--- config.mk ---
export PLATFORM = sky130hd
export DESIGN_NAME = sparse_poly_add_merge_unit
export DESIGN_NICKNAME = d
export VERILOG_FILES = /design/src/design/spadd_pkg.sv /design/src/design/spadd_front.sv /design/src/design/spadd_back.sv /design/src/design/sparse_poly_add_merge_unit.sv
export SDC_FILE = /design/constraint.sdc
export NUM_CORES = 2
export LEC_CHECK = 0
export BUFFER_PORTS_ARGS = -buffer_cell sky130_fd_sc_hd__buf_2
export CAP_MARGIN = 30
export CORE_ASPECT_RATIO = 0.5
export CORE_MARGIN = 1.5
export CORE_UTILIZATION = 45
export CTS_BUF_LIST = sky130_fd_sc_hd__clkbuf_8
export DETAILED_ROUTE_END_ITERATION = 8
export PLACE_DENSITY = 0.63
export SYNTH_ARGS = -nofsm -noshare
export SYNTH_HDL_FRONTEND = slang
export SYNTH_SLANG_ARGS = --single-unit
--- constraint.sdc ---
create_clock -name clock -period 3.45 [get_ports clock]
set_input_delay 0.5175 -clock clock [delete_from_list [all_inputs] [get_ports clock]]
set_output_delay 0.5175 -clock clock [all_outputs]
set_load 0.03 [all_outputs]
--- src/design/spadd_pkg.sv ---
// ---------------------------------------------------------------------------
// spadd_pkg
// Shared codes and the command type passed from the front to the back end
// of the sparse polynomial add/merge unit.
// ---------------------------------------------------------------------------
package spadd_pkg;

   localparam int unsigned COEF_W = 16;
   localparam int unsigned EXP_W  = 16;
   localparam int unsigned SUM_W  = COEF_W + 1;
   localparam int unsigned OP_W   = 2;
   localparam int unsigned TERM_W = COEF_W + EXP_W;

   localparam logic [OP_W-1:0] OP_LOAD_A = 2'd0;
   localparam logic [OP_W-1:0] OP_LOAD_B = 2'd1;
   localparam logic [OP_W-1:0] OP_RUN    = 2'd2;
   localparam logic [OP_W-1:0] OP_RSVD   = 2'd3;

   typedef struct packed {
      logic [OP_W-1:0]   op;
      logic [COEF_W-1:0] coef;
      logic [EXP_W-1:0]  term_exp;
   } cmd_type;

endpackage

--- src/design/spadd_front.sv ---
// ---------------------------------------------------------------------------
// spadd_front
// Accepts request beats, drops reserved operation codes and queues the
// remaining commands in a two-entry queue for the back end.
// ---------------------------------------------------------------------------
module spadd_front (
   input  logic                        clock,
   input  logic                        reset,
   input  logic                        req_valid,
   output logic                        req_ready,
   input  logic [spadd_pkg::OP_W-1:0]   req_operation,
   input  logic [spadd_pkg::COEF_W-1:0] req_term_coef,
   input  logic [spadd_pkg::EXP_W-1:0]  req_term_exp,
   output logic                        q_valid,
   output spadd_pkg::cmd_type           q_cmd,
   input  logic                        q_pop
);
   import spadd_pkg::*;

   cmd_type    entry_ff [2];
   logic       wr_ptr_ff, wr_ptr_in;
   logic       rd_ptr_ff, rd_ptr_in;
   logic [1:0] count_ff, count_in;
   logic       push;
   logic       pop;

   assign req_ready = (count_ff != 2'd2);
   assign q_valid   = (count_ff != 2'd0);
   assign q_cmd     = entry_ff[rd_ptr_ff];

   // reserved codes are consumed without a queue entry
   assign push = req_valid && req_ready && (req_operation != OP_RSVD);
   assign pop  = q_pop && q_valid;

   always_comb begin
      wr_ptr_in = wr_ptr_ff;
      rd_ptr_in = rd_ptr_ff;
      count_in  = count_ff;
      if (push) begin
         wr_ptr_in = ~wr_ptr_ff;
      end
      if (pop) begin
         rd_ptr_in = ~rd_ptr_ff;
      end
      if (push && !pop) begin
         count_in = count_ff + 2'd1;
      end else if (pop && !push) begin
         count_in = count_ff - 2'd1;
      end
   end

   always_ff @(posedge clock) begin
      if (reset) begin
         wr_ptr_ff <= 1'b0;
         rd_ptr_ff <= 1'b0;
         count_ff  <= 2'd0;
      end else begin
         wr_ptr_ff <= wr_ptr_in;
         rd_ptr_ff <= rd_ptr_in;
         count_ff  <= count_in;
      end
   end

   always_ff @(posedge clock) begin
      if (push) begin
         entry_ff[wr_ptr_ff] <= '{op: req_operation, coef: req_term_coef,
                                  term_exp: req_term_exp};
      end
   end

endmodule

--- src/design/spadd_back.sv ---
// ---------------------------------------------------------------------------
// spadd_back
// Holds both term lists, executes queued loads and runs the sorted merge,
// one merged term at a time into the response register.
// ---------------------------------------------------------------------------
module spadd_back #(
   parameter int unsigned MAX_LIST_TERMS = 32
) (
   input  logic                        clock,
   input  logic                        reset,
   input  logic                        q_valid,
   input  spadd_pkg::cmd_type           q_cmd,
   output logic                        q_pop,
   output logic                        rsp_valid,
   input  logic                        rsp_ready,
   output logic [spadd_pkg::SUM_W-1:0]  rsp_out_coef,
   output logic [spadd_pkg::EXP_W-1:0]  rsp_out_exp,
   output logic                        rsp_last_term,
   output logic                        rsp_terms_dropped
);
   import spadd_pkg::*;

   localparam int unsigned AW = (MAX_LIST_TERMS > 1) ? $clog2(MAX_LIST_TERMS) : 1;
   localparam int unsigned CW = $clog2(MAX_LIST_TERMS + 1);
   localparam logic [CW-1:0] CAP = CW'(MAX_LIST_TERMS);

   localparam logic [1:0] ST_IDLE  = 2'd0;
   localparam logic [1:0] ST_READ  = 2'd1;
   localparam logic [1:0] ST_MERGE = 2'd2;

   logic [TERM_W-1:0] mem_a [MAX_LIST_TERMS];
   logic [TERM_W-1:0] mem_b [MAX_LIST_TERMS];
   logic [TERM_W-1:0] rd_a_ff;
   logic [TERM_W-1:0] rd_b_ff;

   logic [1:0]    state_ff, state_in;
   logic [CW-1:0] count_a_ff, count_a_in;
   logic [CW-1:0] count_b_ff, count_b_in;
   logic          drop_ff, drop_in;
   logic [CW-1:0] na_ff, na_in;
   logic [CW-1:0] nb_ff, nb_in;
   logic [CW-1:0] i_ff, i_in;
   logic [CW-1:0] j_ff, j_in;
   logic          dropped_ff, dropped_in;

   logic             rsp_valid_ff, rsp_valid_in;
   logic [SUM_W-1:0] rsp_coef_ff, rsp_coef_in;
   logic [EXP_W-1:0] rsp_exp_ff, rsp_exp_in;
   logic             rsp_last_ff, rsp_last_in;
   logic             rsp_drop_ff, rsp_drop_in;

   logic             wr_a;
   logic             wr_b;
   logic             a_left;
   logic             b_left;
   logic             take_a;
   logic             take_b;
   logic [EXP_W-1:0] ea;
   logic [EXP_W-1:0] eb;
   logic [SUM_W-1:0] ca;
   logic [SUM_W-1:0] cb;
   logic [SUM_W-1:0] term_coef;
   logic [CW-1:0]    i_next;
   logic [CW-1:0]    j_next;
   logic             is_last;
   logic             out_free;

   assign ea     = rd_a_ff[TERM_W-1:COEF_W];
   assign eb     = rd_b_ff[TERM_W-1:COEF_W];
   assign ca     = {rd_a_ff[COEF_W-1], rd_a_ff[COEF_W-1:0]};
   assign cb     = {rd_b_ff[COEF_W-1], rd_b_ff[COEF_W-1:0]};
   assign a_left = (i_ff < na_ff);
   assign b_left = (j_ff < nb_ff);

   // merge step selection
   always_comb begin
      take_a = 1'b0;
      take_b = 1'b0;
      priority if (a_left && b_left) begin
         priority if (ea > eb) begin
            take_a = 1'b1;
         end else if (ea < eb) begin
            take_b = 1'b1;
         end else begin
            take_a = 1'b1;
            take_b = 1'b1;
         end
      end else if (a_left) begin
         take_a = 1'b1;
      end else begin
         take_b = 1'b1;
      end
   end

   assign term_coef = (take_a && take_b) ? (ca + cb) : (take_a ? ca : cb);
   assign i_next    = i_ff + CW'(take_a);
   assign j_next    = j_ff + CW'(take_b);
   assign is_last   = !(i_next < na_ff) && !(j_next < nb_ff);
   assign out_free  = !rsp_valid_ff || rsp_ready;

   always_comb begin
      state_in     = state_ff;
      count_a_in   = count_a_ff;
      count_b_in   = count_b_ff;
      drop_in      = drop_ff;
      na_in        = na_ff;
      nb_in        = nb_ff;
      i_in         = i_ff;
      j_in         = j_ff;
      dropped_in   = dropped_ff;
      rsp_valid_in = rsp_valid_ff;
      rsp_coef_in  = rsp_coef_ff;
      rsp_exp_in   = rsp_exp_ff;
      rsp_last_in  = rsp_last_ff;
      rsp_drop_in  = rsp_drop_ff;
      q_pop        = 1'b0;
      wr_a         = 1'b0;
      wr_b         = 1'b0;

      if (rsp_valid_ff && rsp_ready) begin
         rsp_valid_in = 1'b0;
      end

      unique case (state_ff)
         ST_IDLE: begin
            if (q_valid) begin
               q_pop = 1'b1;
               unique case (q_cmd.op)
                  OP_LOAD_A: begin
                     if (count_a_ff < CAP) begin
                        wr_a       = 1'b1;
                        count_a_in = count_a_ff + CW'(1);
                     end else begin
                        drop_in = 1'b1;
                     end
                  end
                  OP_LOAD_B: begin
                     if (count_b_ff < CAP) begin
                        wr_b       = 1'b1;
                        count_b_in = count_b_ff + CW'(1);
                     end else begin
                        drop_in = 1'b1;
                     end
                  end
                  OP_RUN: begin
                     na_in      = count_a_ff;
                     nb_in      = count_b_ff;
                     i_in       = '0;
                     j_in       = '0;
                     dropped_in = drop_ff;
                     count_a_in = '0;
                     count_b_in = '0;
                     drop_in    = 1'b0;
                     if ((count_a_ff != '0) || (count_b_ff != '0)) begin
                        state_in = ST_READ;
                     end
                  end
                  default: begin
                  end
               endcase
            end
         end
         ST_READ: begin
            state_in = ST_MERGE;
         end
         ST_MERGE: begin
            if (out_free) begin
               rsp_valid_in = 1'b1;
               rsp_coef_in  = term_coef;
               rsp_exp_in   = take_a ? ea : eb;
               rsp_last_in  = is_last;
               rsp_drop_in  = dropped_ff;
               i_in         = i_next;
               j_in         = j_next;
               state_in     = is_last ? ST_IDLE : ST_READ;
            end
         end
         default: begin
            state_in = ST_IDLE;
         end
      endcase
   end

   always_ff @(posedge clock) begin
      if (reset) begin
         state_ff     <= ST_IDLE;
         count_a_ff   <= '0;
         count_b_ff   <= '0;
         drop_ff      <= 1'b0;
         rsp_valid_ff <= 1'b0;
      end else begin
         state_ff     <= state_in;
         count_a_ff   <= count_a_in;
         count_b_ff   <= count_b_in;
         drop_ff      <= drop_in;
         rsp_valid_ff <= rsp_valid_in;
      end
   end

   always_ff @(posedge clock) begin
      na_ff       <= na_in;
      nb_ff       <= nb_in;
      i_ff        <= i_in;
      j_ff        <= j_in;
      dropped_ff  <= dropped_in;
      rsp_coef_ff <= rsp_coef_in;
      rsp_exp_ff  <= rsp_exp_in;
      rsp_last_ff <= rsp_last_in;
      rsp_drop_ff <= rsp_drop_in;
   end

   // term lists, exponent in the upper half
   always_ff @(posedge clock) begin
      if (wr_a) begin
         mem_a[count_a_ff[AW-1:0]] <= {q_cmd.term_exp, q_cmd.coef};
      end
      rd_a_ff <= mem_a[i_ff[AW-1:0]];
   end

   always_ff @(posedge clock) begin
      if (wr_b) begin
         mem_b[count_b_ff[AW-1:0]] <= {q_cmd.term_exp, q_cmd.coef};
      end
      rd_b_ff <= mem_b[j_ff[AW-1:0]];
   end

   assign rsp_valid         = rsp_valid_ff;
   assign rsp_out_coef      = rsp_coef_ff;
   assign rsp_out_exp       = rsp_exp_ff;
   assign rsp_last_term     = rsp_last_ff;
   assign rsp_terms_dropped = rsp_drop_ff;

endmodule

--- src/design/sparse_poly_add_merge_unit.sv ---
// ---------------------------------------------------------------------------
// sparse_poly_add_merge_unit
// Adds two sparse polynomials held as descending-exponent term lists.
// ---------------------------------------------------------------------------
// Usage:
//   req channel: each beat carries an operation, a coefficient and an
//   exponent. Load beats append the term to list A or list B (up to
//   MAX_LIST_TERMS each; extra terms are dropped and a sticky flag is set).
//   A run beat merges both lists and then empties them. Reserved codes are
//   consumed with no effect.
//   rsp channel: one beat per merged term, larger exponent first, equal
//   exponents summed into a 17-bit coefficient; the last beat of a run has
//   last_term set and every beat of a run carries the drop flag as it stood
//   when the run began. A run on two empty lists gives no beats.
//   Timing: a two-entry command queue sits in front of the list engine.
//   A load is executed when it reaches the queue head and the engine is
//   idle. A run steps through a read state, the registered list read
//   ahead of each compare, and a merge state for every term, so a new
//   term is not compared before the last one is written.
//   Reset: both lists empty, drop flag clear, queue empty, no rsp beat.
//   Stall: a held rsp beat stalls the merge; the queue keeps taking beats
//   until it is full, then req_ready drops.
// ---------------------------------------------------------------------------
module sparse_poly_add_merge_unit #(
   parameter int unsigned MAX_LIST_TERMS = 32
) (
   input  logic                        clock,
   input  logic                        reset,
   input  logic                        req_valid,
   output logic                        req_ready,
   input  logic [spadd_pkg::OP_W-1:0]   req_operation,
   input  logic [spadd_pkg::COEF_W-1:0] req_term_coef,
   input  logic [spadd_pkg::EXP_W-1:0]  req_term_exp,
   output logic                        rsp_valid,
   input  logic                        rsp_ready,
   output logic [spadd_pkg::SUM_W-1:0]  rsp_out_coef,
   output logic [spadd_pkg::EXP_W-1:0]  rsp_out_exp,
   output logic                        rsp_last_term,
   output logic                        rsp_terms_dropped
);
   import spadd_pkg::*;

   logic    q_valid;
   cmd_type q_cmd;
   logic    q_pop;

   spadd_front u_front (
      .clock         (clock),
      .reset         (reset),
      .req_valid     (req_valid),
      .req_ready     (req_ready),
      .req_operation (req_operation),
      .req_term_coef (req_term_coef),
      .req_term_exp  (req_term_exp),
      .q_valid       (q_valid),
      .q_cmd         (q_cmd),
      .q_pop         (q_pop)
   );

   spadd_back #(
      .MAX_LIST_TERMS (MAX_LIST_TERMS)
   ) u_back (
      .clock             (clock),
      .reset             (reset),
      .q_valid           (q_valid),
      .q_cmd             (q_cmd),
      .q_pop             (q_pop),
      .rsp_valid         (rsp_valid),
      .rsp_ready         (rsp_ready),
      .rsp_out_coef      (rsp_out_coef),
      .rsp_out_exp       (rsp_out_exp),
      .rsp_last_term     (rsp_last_term),
      .rsp_terms_dropped (rsp_terms_dropped)
   );

endmodule

# After elaboration in Yosys (flattened, before gate mapping)
# Memory sizes are Yosys's and may differ from the RTL's. A register that Yosys moved wholly into a read port is not among the register bits.
# Cells that the tools add are included.
# W data, S select, Z words.
[totals]
reg_bits = 80
latch_bits = 0
mem_bits_rw = 2116
rom_bits = 0
in_bits = 38
elab_cells = 136
mem_count = 3
[classes]
add_sub_neg = 7
mul = 0
div_mod_pow = 0
magnitude_cmp = 8
n_eq_ne = 14
shifts = 0
mux = 52
n_bitwise = 2
reduce_logical = 33
[memory_table]
columns = ["memory", "depth", "word_bits", "rd", "rd_clocked_by_memory_dff", "wr", "line", "rtl"]
rows = [
  ["u_back.mem_a", 32, 32, 1, 1, 1, "spadd_back.sv:31", "logic [TERM_W-1:0] mem_a [MAX_LIST_TERMS];"],
  ["u_back.mem_b", 32, 32, 1, 1, 1, "spadd_back.sv:32", "logic [TERM_W-1:0] mem_b [MAX_LIST_TERMS];"],
  ["u_front.entry_ff", 2, 34, 1, 1, 1, "spadd_front.sv:20", "cmd_type entry_ff [2];"],
]
[ops]
columns = ["op", "n"]
rows = [
  ["$pmux W6 S2", 4],
  ["$mux W6", 6],
  ["$mux W17", 2],
  ["$mux W1", 31],
  ["$lt A6 B6 Y1", 4],
  ["$add A16 B16 Y17", 1],
  ["$gt A16 B16 Y1", 1],
  ["$lt A16 B16 Y1", 1],
  ["$mux W16", 1],
  ["$reduce_and A4 Y1", 4],
  ["$add A6 B1 Y6", 2],
  ["$add A6 B1 Y6 const B", 2],
  ["$lt A6 B6 Y1 const B", 2],
  ["$mux W2", 6],
  ["$ne A2 B2 Y1 const B", 6],
  ["$reduce_bool A6 Y1", 2],
  ["$reduce_bool A2 Y1", 5],
  ["$logic_and A1 B1 Y1", 9],
  ["$ne A2 B1 Y1 const B", 4],
  ["$pmux W2 S3", 1],
  ["$logic_not A1 Y1", 5],
  ["$reduce_and A5 Y1", 1],
  ["$eq A2 B1 Y1 const B", 2],
  ["$eq A2 B2 Y1 const B", 2],
  ["9 further kinds", 12],
]

# Depth between registers and ports, before layout
[logic_depth]
ltp_word = 11
mapped_depth = 21

# Hierarchy
# Synthesis repeated with hierarchy kept, for this count alone.
[hier_totals]
cells_unflattened = 4081
area_unflattened_um2 = 87072.3
[modules_own_cells]
columns = ["module", "instances", "cells_per_inst", "area_each_um2"]
rows = [
  ["spadd_back", 1, 3950, 84378.4],
  ["spadd_front", 1, 131, 2693.8],
]

# Worst setup path after synthesis
# OpenSTA, ideal clock, no wires.
[synth_path]
path_type = "flip-flop to flip-flop"
startpoint = "register u_back.rd_b_ff[21], read port of u_back.mem_b"
endpoint = "register u_back.state_ff[0]"
setup_ps = 72
arrival_ps = 3494
required_time_ps = 3378
slack_ps = -115
path_stages_with_launch = 22
n_path_buf = 2
synth_period_minus_slack_ps = 3565
path_cell_list = "dfxtp_1 > inv_1 > ha_1 > a211oi_1 > o21ai_0 > o211ai_1 > nand3b_1 > a21oi_1 > a21o_1 > buf_2 > clkbuf_1 > inv_1 > ha_1 > ha_1 > ha_1 > a21o_1 > a21oi_1 > nor2b_1 > o211ai_1 > a22oi_1 > nand2b_1 > a21oi_1"
[synth_via]
elab_chain_len = 11
[synth_rtl]
columns = ["item", "line", "rtl"]
rows = [
  ["start, declared", "spadd_back.sv:34", "logic [TERM_W-1:0] rd_b_ff;"],
  ["$lt A16 B16 Y1", "spadd_back.sv:82", "end else if (ea < eb) begin"],
  ["$mux W1", "spadd_back.sv:82", ""],
  ["$mux W1 *", "spadd_back.sv:80", "priority if (ea > eb) begin"],
  ["$mux W1 *", "spadd_back.sv:79", "priority if (a_left && b_left) begin"],
  ["$add A6 B1 Y6 *", "spadd_back.sv:96", "assign i_next = i_ff + CW'(take_a);"],
  ["named net u_back.i_next[1]", "spadd_back.sv:63", "logic [CW-1:0] i_next;"],
  ["$lt A6 B6 Y1 *", "spadd_back.sv:98", "assign is_last = !(i_next < na_ff) && !(j_next < nb_ff);"],
  ["$logic_not A1 Y1 *", "spadd_back.sv:98", ""],
  ["$logic_and A1 B1 Y1 *", "spadd_back.sv:98", ""],
  ["named net u_back.is_last", "spadd_back.sv:65", "logic is_last;"],
  ["$mux W1 *", "spadd_back.sv:175", "state_in = is_last ? ST_IDLE : ST_READ;"],
  ["$mux W2 *", "spadd_back.sv:167", "if (out_free) begin"],
  ["$pmux W2 S3 *", "spadd_back.sv:124", "unique case (state_ff)"],
  ["end signal, assigned", "spadd_back.sv:192", "state_ff <= state_in;"],
  ["end, declared", "spadd_back.sv:36", "logic [1:0] state_ff, state_in;"],
]
# The timed path passes the listed nets; every way through them passes the cells marked *. The select of a mux whose other input is x is not followed.
# A chain may end at the register's enable or synchronous reset.

# Final worst setup path
[layout_path]
startpoint = "register u_back.j_ff[1]"
endpoint = "register u_back.state_ff[0]"
[layout_via]
elab_chain_len = 10
[layout_rtl]
columns = ["item", "line", "rtl"]
rows = [
  ["start, declared", "spadd_back.sv:43", "logic [CW-1:0] j_ff, j_in;"],
  ["start signal, assigned", "spadd_back.sv:204", "j_ff <= j_in;"],
  ["$lt A6 B6 Y1", "spadd_back.sv:73", "assign b_left = (j_ff < nb_ff);"],
  ["$logic_and A1 B1 Y1", "spadd_back.sv:79", ""],
  ["$mux W1", "spadd_back.sv:79", ""],
  ["$add A6 B1 Y6", "spadd_back.sv:96", ""],
  ["named net u_back.i_next[2]", "spadd_back.sv:63", ""],
  ["$lt A6 B6 Y1", "spadd_back.sv:98", ""],
  ["$logic_not A1 Y1", "spadd_back.sv:98", ""],
  ["$logic_and A1 B1 Y1", "spadd_back.sv:98", ""],
  ["named net u_back.is_last", "spadd_back.sv:65", ""],
  ["$mux W1", "spadd_back.sv:175", ""],
  ["$mux W2", "spadd_back.sv:167", ""],
  ["$pmux W2 S3", "spadd_back.sv:124", ""],
]
# The timed path passes the listed nets, and every way through them passes these cells. The select of a mux whose other input is x is not followed.

==> impl_metrics.json <==
{
  "run_status": "complete, no violations",
  "synth_top_family_by_area": "multiplexers",
  "clock-root-buffer": "sky130_fd_sc_hd__clkbuf_8",
  "design.core.area_sq_um": 191000,
  "antenna_found_initial": 16,
  "synth_compound_gate_area_share_pct": 3.11,
  "route.antenna.remaining_nets": 0,
  "synth_seq_area_share_pct": 76.9,
  "timing.final.hold_violations": 0,
  "num_rows": 113,
  "starting_utilization_of_the_core_area_pct": 45.6,
  "timing.critical_path.fanout_max": 2,
  "grt.total_usage_pct": 22.4,
  "synth_area_in_simple_gates_pct": 1.83,
  "hold_class": "in -> reg",
  "placed_cells_incl_taps": 6905,
  "drt-wirelength-per-cell_um": 29.3,
  "synth_cell_type_count": 54,
  "cts.sinks": 2261,
  "boundaryPins": 75,
  "post_dp_cell_area_sq_um": 93300,
  "grt_setup_unrepaired": "yes",
  "finalNetCount": 4792,
  "grt.overflow.total": 0,
  "tritoncts.num_buffers": 327,
  "crit_type": "reg -> reg",
  "timing.critical_path.arrival_ns": 4.24,
  "post-route-min-period_ns": 3.40,
  "cts_tree": "built",
  "synth_mux_area_share_pct": 15.7,
  "finalSetupTns_ns": 0,
  "reg2reg_from": "u_back.j_ff[1]",
  "slew_hr_pct": 14.9,
  "worst_min_delay_path_startpoint": "req_valid",
  "stdcell_count": 7525,
  "cp_launch_type": "register",
  "syn-cell-area_sq_um": 87200,
  "ys_ff_latch": 2261,
  "p_leak_nw": 32.6,
  "worstReg2RegEnd": "u_back.state_ff[0]",
  "cts_clk_pin_slew_worst_paths_ns": 0.07,
  "timing.max_cap.violations": 0,
  "layout_overhead_on_the_synthesized_area_pct": 14.5,
  "nature_of_the_critical_path_endpoint": "register",
  "power_density_nw_per_um2": 652,
  "timing.critical_path.required_ns": 4.29,
  "wire_length_of_the_first_global_routing_pass_mm": 316,
  "final_area_sq_um": 99900,
  "timing_worst_slew_pin_value_ns": 1.28,
  "die_height_um": 314,
  "clock_skew_ns": 0.0586,
  "postSynthAreaPerCell_sq_um": 20.8,
  "vias_in_the_first_global_route": 45000,
  "synth-adder-area-share_pct": 0.956,
  "worst-r2r-cell-count": 16,
  "yosys_most_used_dff": "sky130_fd_sc_hd__edfxtp_1",
  "mostFrequentLayoutCells": "2176 x sky130_fd_sc_hd__edfxtp_1, 448 x sky130_fd_sc_hd__mux4_2, 358 x sky130_fd_sc_hd__clkbuf_8",
  "grt_max_degree": 167,
  "layout_commonest_cell": "sky130_fd_sc_hd__edfxtp_1",
  "finalCritPeriodShare_pct": 98.5,
  "die_width_um": 625,
  "timing.fmax_ghz": 0.294,
  "hpwlAfterDp_mm": 126,
  "number_of_cells_produced_by_synthesis": 4200,
  "io_buffer_count": 74,
  "htree_num_levels": 5,
  "timing.hold.worst_path_depth": 4,
  "vdd.ir_drop.worst_uv": 420,
  "route.detailed.vias_per_inst": 5.83,
  "yosysWarningCount": 0,
  "slew_viol_final": 0,
  "worstSkewPairLatency_ns": 0.94,
  "final-setup-viol-count": 0,
  "drc": 0,
  "asyncSetResetFlopFracSynth_pct": 0,
  "synthXorXnorAreaFrac_pct": 0.301,
  "drt_iter0_drc": 5027,
  "aggregate_routed_wire_length_mm": 220,
  "route.vias.total": 43900,
  "r2r_setup_slack_ns": 0.05,
  "synth_net_count": 4304,
  "drt_first_pass_iters": 5,
  "floorplan.die_area_sq_um": 197000,
  "hold_end": "u_front.wr_ptr_ff",
  "gp_congestion": 0.838,
  "fraction_of_layout_cells_with_a_size_suffix_above_1_pct": 29.1,
  "clock_tree.buffer_depth": 4,
  "number_of_enable_flip_flop_cells_after_synthesis": 2176
}
-- layout make-up --
class,instances,area [sq um]
Fill cell,14800,91300
Clock inverter,218,1040
Timing Repair Buffer,373,3700
Antenna cell,3,7.51
Inverter,40,150
Clock buffer,358,4930
Sequential cell,2261,67100
Tap cell,2587,3240
Multi-Input combinational cell,1685,19700
-- cell usage after synthesis, types with 14 or more instances --
master	n	area share (%)
sky130_fd_sc_hd__a21oi_1	128	0.73
sky130_fd_sc_hd__and2_1	16	0.11
sky130_fd_sc_hd__buf_1	35	0.15
sky130_fd_sc_hd__buf_2	65	0.37
sky130_fd_sc_hd__clkbuf_1	111	0.48
sky130_fd_sc_hd__dfxtp_1	85	2.0
sky130_fd_sc_hd__edfxtp_1	2176	75
sky130_fd_sc_hd__ha_1	65	0.93
sky130_fd_sc_hd__inv_1	40	0.17
sky130_fd_sc_hd__mux2_2	143	1.8
sky130_fd_sc_hd__mux2i_1	197	2.3
sky130_fd_sc_hd__mux4_2	448	12
sky130_fd_sc_hd__nand2_1	170	0.73
sky130_fd_sc_hd__nor2_1	115	0.50
sky130_fd_sc_hd__o21ai_0	119	0.68
sky130_fd_sc_hd__o221ai_1	96	0.96
sky130_fd_sc_hd__o22ai_1	34	0.24
sky130_fd_sc_hd__xnor2_1	14	0.14
sky130_fd_sc_hd__xor2_1	16	0.16
-- where the power goes --
group / total, mW / leakage, nW / switching (mW) / internal [mW]
Combinational: 12.0 / 8.80 / 7.68 / 4.34
Sequential: 33.2 / 20.3 / 0.410 / 32.8
Clock: 19.9 / 3.47 / 9.99 / 9.90
-- worst max-delay path by stage --
stage	startpoint	endpoint	slack [ns]	cells past startpoint
floorplan	u_back.rd_b_ff[21]	u_back.state_ff[0]	0.002	21
global placement	u_back.rd_b_ff[21]	u_back.state_ff[0]	-0.14	19
detailed placement	u_back.rd_b_ff[18]	u_back.state_ff[0]	-0.02	19
CTS	u_back.rd_b_ff[18]	u_back.state_ff[0]	0.007	19
global route	u_back.j_ff[1]	u_back.state_ff[0]	-0.06	16
finish	u_back.j_ff[1]	u_back.state_ff[0]	0.05	16
-- sequential cells by signal, summed over array words and instances, names as in the netlist, 2 cells and up, named ones only --
register,cells
u_front.count_ff,2
u_back.mem_a,1024
u_back.rd_b_ff,32
u_back.na_ff,6
u_back.i_ff,6
u_back.mem_b,1024
u_back.state_ff,2
u_back.count_a_ff,6
u_back.rsp_out_coef,17
u_back.nb_ff,6
u_back.rsp_out_exp,16
u_back.count_b_ff,6
u_back.rd_a_ff,32
u_back.j_ff,6
u_front.entry_ff,68
-- routing by layer --
layer,track usage (%),up-vias,wire length (um)
li1,-,18400,-
met1,31.1,23400,91400
met2,36.5,1789,106000
met3,3.65,356,16000
met4,6.97,2,6500
met5,0,-,20
-- through the flow --
step | utilization [%] | power (mW) | worst slack (ns) | hold WS [ns]
final | 52.2 | 65.1 | 0.0508 | 0.140
after global routing | 52.2 | 67.4 | -0.0555 | 0.120
after CTS | 52.1 | 65.3 | 0.00718 | 0.0640
after detailed placement | 48.8 | 45.5 | -0.0221 | 0.417
after global placement | 48.7 | 45.1 | -0.145 | 0.410
after floorplan | - | 40.4 | 0.00246 | 0.400
-- cell families (layout without fill, tap and decap cells) --
| group | after synthesis | count (layout) |
|---|---|---|
| compound gates | 434 | 434 |
| xor+xnor | 30 | 30 |
| fa+ha+maj | 66 | 66 |
| buf+inv | 254 | 989 |
| flops | 2261 | 2261 |
| mux | 788 | 788 |
| other cells | 0 | 3 |
| simple gates | 367 | 367 |
-- worst max-delay path, cell delays in order, from the launching register on --
cell and delay (ns):
sky130_fd_sc_hd__edfxtp_1 0.40, sky130_fd_sc_hd__ha_1 0.31, sky130_fd_sc_hd__a2111oi_1 0.41, sky130_fd_sc_hd__o21ai_1 0.19
sky130_fd_sc_hd__inv_1 0.15, sky130_fd_sc_hd__a21o_1 0.17, sky130_fd_sc_hd__inv_2 0.05, sky130_fd_sc_hd__ha_4 0.16
sky130_fd_sc_hd__ha_4 0.16, sky130_fd_sc_hd__xor2_1 0.21, sky130_fd_sc_hd__ha_1 0.30, sky130_fd_sc_hd__a21oi_2 0.14
sky130_fd_sc_hd__nor2b_1 0.06, sky130_fd_sc_hd__o211ai_1 0.23, sky130_fd_sc_hd__a22oi_2 0.09, sky130_fd_sc_hd__nand2b_1 0.16
sky130_fd_sc_hd__a21oi_1 0.13
-- timing repair --
item,in CTS,in global routing
pin swaps,7,18
hold buffers,36,0
endpoints found under the hold margin,80,0
resized for setup,9,31
setup buffers,1,0
setup endpoints to repair,1,2
Power figures use the tool's default switching activity.
